`config.mk`:
```
export PLATFORM = sky130hd
export DESIGN_NAME = vpma_ctrl
export DESIGN_NICKNAME = d
export VERILOG_FILES = /design/src/vpma_pkg.sv /design/src/vpma_ctrl.sv
export SDC_FILE = /design/constraint.sdc
export NUM_CORES = 1
export LEC_CHECK = 0
export ABC_AREA = 1
export BUFFER_PORTS_ARGS = -buffer_cell sky130_fd_sc_hd__buf_2
export CORE_AREA = 2 2 39 41
export CTS_BUF_LIST = sky130_fd_sc_hd__clkbuf_4
export CTS_CLUSTER_DIAMETER = 120
export CTS_CLUSTER_SIZE = 14
export DETAILED_ROUTE_END_ITERATION = 7
export DIE_AREA = 0 0 41 43
export PLACE_DENSITY = 0.44
export SLEW_MARGIN = 20
export SYNTH_ARGS = -nofsm -noshare
export SYNTH_HDL_FRONTEND = slang
export SYNTH_SLANG_ARGS = --single-unit
```
`constraint.sdc`:
```
create_clock -name i_clk -period 2.6 [get_ports i_clk]
set_clock_uncertainty 0.05 [all_clocks]
set_input_delay 0.52 -clock i_clk [delete_from_list [all_inputs] [get_ports i_clk]]
set_output_delay 0.52 -clock i_clk [all_outputs]
set_load 0.05 [all_outputs]
```
`src/vpma_pkg.sv`:
```
// Shared types and constants for the planar video memory access unit.
package vpma_pkg;

    // Default number of plane memory address bits
    localparam int ADDR_BITS_DEFAULT = 16;

    // Configuration register indexes
    localparam logic [2:0] REG_PLANE_CONTROL  = 3'd0;
    localparam logic [2:0] REG_SET_RESET      = 3'd1;
    localparam logic [2:0] REG_COMPARE        = 3'd2;
    localparam logic [2:0] REG_ROTATE_FUNC    = 3'd3;
    localparam logic [2:0] REG_READ_PLANE     = 3'd4;
    localparam logic [2:0] REG_ACCESS_MODES   = 3'd5;
    localparam logic [2:0] REG_BIT_MASK       = 3'd6;

    // Write modes
    localparam logic [1:0] WMODE_ROTATE      = 2'd0;
    localparam logic [1:0] WMODE_LATCH       = 2'd1;
    localparam logic [1:0] WMODE_EXPAND      = 2'd2;
    localparam logic [1:0] WMODE_TRANSPARENT = 2'd3;

    // Logic functions
    localparam logic [1:0] LOGIC_COPY = 2'd0;
    localparam logic [1:0] LOGIC_AND  = 2'd1;
    localparam logic [1:0] LOGIC_OR   = 2'd2;
    localparam logic [1:0] LOGIC_XOR  = 2'd3;

    // Controller states
    typedef enum logic [1:0] {
        S_IDLE,
        S_FIRST,
        S_SECOND
    } t_state;

    // Commands from the controller to the datapath
    typedef struct packed {
        logic accept;       // capture item, read first address
        logic rd_second;    // read second address
        logic wr_first;     // write first address
        logic wr_second;    // write second address
        logic save_lo;      // keep low result byte of a word read
        logic finish_byte;  // load latch and output for a byte read
        logic finish_word;  // load latch and output for a word read
    } t_cmd;

    // Status from the datapath to the controller
    typedef struct packed {
        logic is_write;
        logic is_word;
        logic out_free;
    } t_status;

endpackage

```
`src/vpma_ctrl.sv`:
```
// Controller state machine sequencing reads and read-modify-writes.
module vpma_ctrl
    import vpma_pkg::*;
(
    input  logic    i_clk,
    input  logic    i_rst_n,
    input  logic    i_in_valid,
    output logic    o_in_ready,
    input  t_status i_status,
    output t_cmd    o_cmd
);

    t_state r_state;
    t_state n_state;

    // State register
    always_ff @(posedge i_clk) begin
        if (!i_rst_n) begin
            r_state <= S_IDLE;
        end else begin
            r_state <= n_state;
        end
    end

    // Next state and commands
    always_comb begin
        n_state    = r_state;
        o_cmd      = '0;
        o_in_ready = 1'b0;
        case (r_state)
            S_IDLE: begin
                o_in_ready = 1'b1;
                if (i_in_valid) begin
                    o_cmd.accept = 1'b1;
                    n_state      = S_FIRST;
                end
            end
            S_FIRST: begin
                if (i_status.is_write) begin
                    o_cmd.wr_first = 1'b1;
                    if (i_status.is_word) begin
                        o_cmd.rd_second = 1'b1;
                        n_state         = S_SECOND;
                    end else begin
                        n_state = S_IDLE;
                    end
                end else if (i_status.is_word) begin
                    o_cmd.save_lo   = 1'b1;
                    o_cmd.rd_second = 1'b1;
                    n_state         = S_SECOND;
                end else if (i_status.out_free) begin
                    o_cmd.finish_byte = 1'b1;
                    n_state           = S_IDLE;
                end
            end
            S_SECOND: begin
                if (i_status.is_write) begin
                    o_cmd.wr_second = 1'b1;
                    n_state         = S_IDLE;
                end else if (i_status.out_free) begin
                    o_cmd.finish_word = 1'b1;
                    n_state           = S_IDLE;
                end
            end
            default: begin
                n_state = S_IDLE;
            end
        endcase
    end

endmodule

```
# Word level (Yosys, flattened, before mapping)

Cells that the tools add are included.

Equal/unequal tests: 3
Multiplexer cells: 20
Reductions and logical operators: 1

Operators with widths:

| cell                                                                   | number |
|---|---|
| 2-bit two-way mux                                                      | 9 |
| 1-bit two-way mux                                                      | 10 |
| 2-bit case mux with 3 select lines                                     | 1 |
| 2-bit by 1-bit equality test with 1-bit output (second input constant) | 1 |
| 2-bit equality test (second input constant)                            | 1 |
| 2-bit logical NOT                                                      | 1 |
| 2-bit inequality test (second input constant)                          | 1 |

Bits in registers: 2
Output and inout bits: 8
Word-level logic and storage cells: 25

# Depth between registers and ports, before layout

Depth after elaboration: 4
Gate-level depth with buffers: 4
Gate-level depth less buffers: 4

# Worst setup path after synthesis

No wires, ideal clock.

Kind: flip-flop to output port
Start point: reg r_state[1]
End point: out o_cmd[6] (netlist bit)
Data arrival time: 1.556 ns
Required time: 2.030 ns
Setup slack: 0.474 ns
Cell stages (with the launch flop): 4
Cells stage by stage: dfxtp_1 > nor2_1 > nand2_1 > inv_1

RTL lines:

| item                   | RTL line        | text |
|---|---|---|
| from (decl)            | vpma_ctrl.sv:13 | `t_state r_state;` |
| from (signal assigned) | vpma_ctrl.sv:21 | `r_state <= n_state;` |
| to (decl)              | vpma_ctrl.sv:10 | `output t_cmd o_cmd` |

==> impl_metrics.toml <==
[critical_path]
critical-path-top-delay-family = "buffers and inverters"
worst_path_largest_cell_delay_ps = 280
cp.arrival_ps = 1210
slowest_stage = "buf_2"
cp.required_ps = 2030
cp_num_buf_inv = 3
r2r_cells = 4
r2r-end = "r_state[1]"
reg2reg_from = "r_state[0]"
worstPathMaxFanout = 3
cp-end-kind = "primary output"
regToRegSetupSlack_ps = 1740
start_kind = "input pin"
path_cells = "buf_2 -> inv_1 -> nand2_1 -> nor3_2 -> buf_2"
crit_top_cell = "buf_2"
critical_path_class = "input pin to primary output"

[sta]
finalCritPeriodShare = 0.6844
worst_pin_slew_ps = 249.5
setup_violations = 0
fin_setup_tns_ps = 0
max_slew_margin = 0.8348
hold_viol = 0
rsz0062_at_grt = "false"
slew_viol_final = 0
timing.fmax_ghz = 0.5619
timing.final.crit_period_ps = 1780

[synth]
netlist-cell-type-count = 9
synth_top_family_by_area = "simple AND/OR/NAND/NOR gates"
synth_nets = 33
ys_seq_area_frac = 0.2560
netlist_instances = 27
yosys-mux-area-fraction = 0
yosysWarnings = 0
synth_fa_ha_area_frac = 0
synth_area_um2 = 156.4
avgSynthCellArea_um2 = 5.793
synth-compound-area-share = 0.1120
synth_seq_cells = 2
synth_xor_area_frac = 0
yosys.area_share.simple = 0.4160

[cts]
cts_setup_buffers = 0
cts.path.max_buffers = 2
clkLatencyLatePin_ps = 220
clock_sinks = 2
clkTransAtPathRegs_ps = 30
cts_tree = "built"
root_buffer = "clkbuf_4"
htree_levels = 1
cts_made_buffers = 3
post_cts_resized = 0
holdBufCountCts = 0

[die]
rows = 14
die_w_um = 41
io_pins = 14
fp.dieArea_um2 = 1763
coreArea_um2 = 1384
die_y_um = 43
start_util = 0.1130

[power]
p_leak_nw = 0.1570
power_density_nw_per_um2 = 536.9
p_total_uw = 141.7
ir_worst_vdd_mv = 0.07725

[detailed_routing]
wire_per_inst_um = 6.525
firstDrtPassIters = 3
num_vias = 195
wl_um = 385
vias_per_cell = 3.305
drc = 0
ant_nets = 0
drtIter0Drc = 4

[cells_and_area]
nets = 51
fin_util = 0.1908
layout_commonest_cell = "buf_2"
largest_reg_flops = 2
area_growth_pct = 68.80
drive_gt1_frac = 0.4884
reg_top3 = "r_state: 2 flops"
final_cell_mix = "buf_2, inv_1, nor2_1"
largest_register = "r_state"
diodes = 0

[placed_design]
gp_congestion = 0.6422
place_hpwl_um = 332.8
io_buffers = 13

[run_status]
status = "completed"

[global_route]
track_usage = 0.05305
grt_max_degree = 4
antenna_found_initial = 0
grt_pass1_vias = 167
grt_pass1_wl_um = 586
grt_remaining_overflow = 0

[flow_run]
maxCapViolations = 0

[worst_hold_path]
hp-class = "input pin to register"
hold_path_end = "r_state[0]"
holdPathStages = 3
min_from = "i_rst_n"
synthesized netlist by cell type:
cell | count | area, um2
nand3_1 | 1 | 5.000
a21oi_2 | 2 | 17.52
inv_1 | 9 | 33.78
nand2_2 | 1 | 6.260
dfxtp_1 | 2 | 40.04
nor2_2 | 1 | 6.260
nor3_2 | 1 | 10.01
nor2_1 | 7 | 26.28
nand2_1 | 3 | 11.26
tightest hold or removal path, delay by kind of cell:
| family | cells | cell delay, ps |
|---|---|---|
| AO/OA/AOI/OAI | 1 | 90 |
| buffers and inverters | 2 | 120 |
cell families (layout without fill, tap and decap cells):
family | count (synthesis) | after routing
DFF | 2 | 2
buffers and inverters | 9 | 25
AOI/OAI and AO/OA | 2 | 2
and+or+nand+nor | 14 | 14
power by group:
part / switching (mW) / internal (mW) / total [mW]
logic: 0.0300 / 0.0100 / 0.0400
clock network: 0.0172 / 0.0509 / 0.0681
registers: 0.00112 / 0.0325 / 0.0336
how the worst max path moves through the flow:
stage                     start  endpoint  slack (ps)  cells past startpoint
finish              i_status[2]  o_cmd[1]         820                      5
global route         r_state[0]  o_cmd[2]         730                      5
CTS                 i_status[2]  o_cmd[1]         810                      5
detailed placement  i_status[2]  o_cmd[1]         810                      5
global placement    i_status[2]  o_cmd[1]         830                      5
floorplan            r_state[1]  o_cmd[6]         470                      3
per-layer routing:
metal,wire length (um),vias up,global-route usage
met5,0,-,0
met4,0,0,0.06000
met3,24,0,0.03141
met2,203,5,0.06250
met1,157,81,0.05732
li1,-,109,-
layout make-up:
type                    instances  area, um2
fillers                       170       1120
multi-input cells              16      82.58
repair buffers                 13      65.06
flip-flops and latches          2      40.04
inverters                       9      33.78
clock buffers                   3      22.52
well taps                      16      20.02
through the flow:
step | hold slack [ps] | cell area [um2] | std cells | setup WS, ps
final | 499.8 | 264.0 | 59 | 820.5
after global routing | 535.3 | 264.0 | 59 | 731.0
after CTS | 499.9 | 264.0 | 59 | 806.8
after detailed placement | 511.7 | 241.5 | 56 | 808.1
after global placement | 515.7 | 241.5 | 56 | 827.8
after floorplan | 477.0 | 156.4 | 27 | 474.2
(Power assumes the default switching activity.)
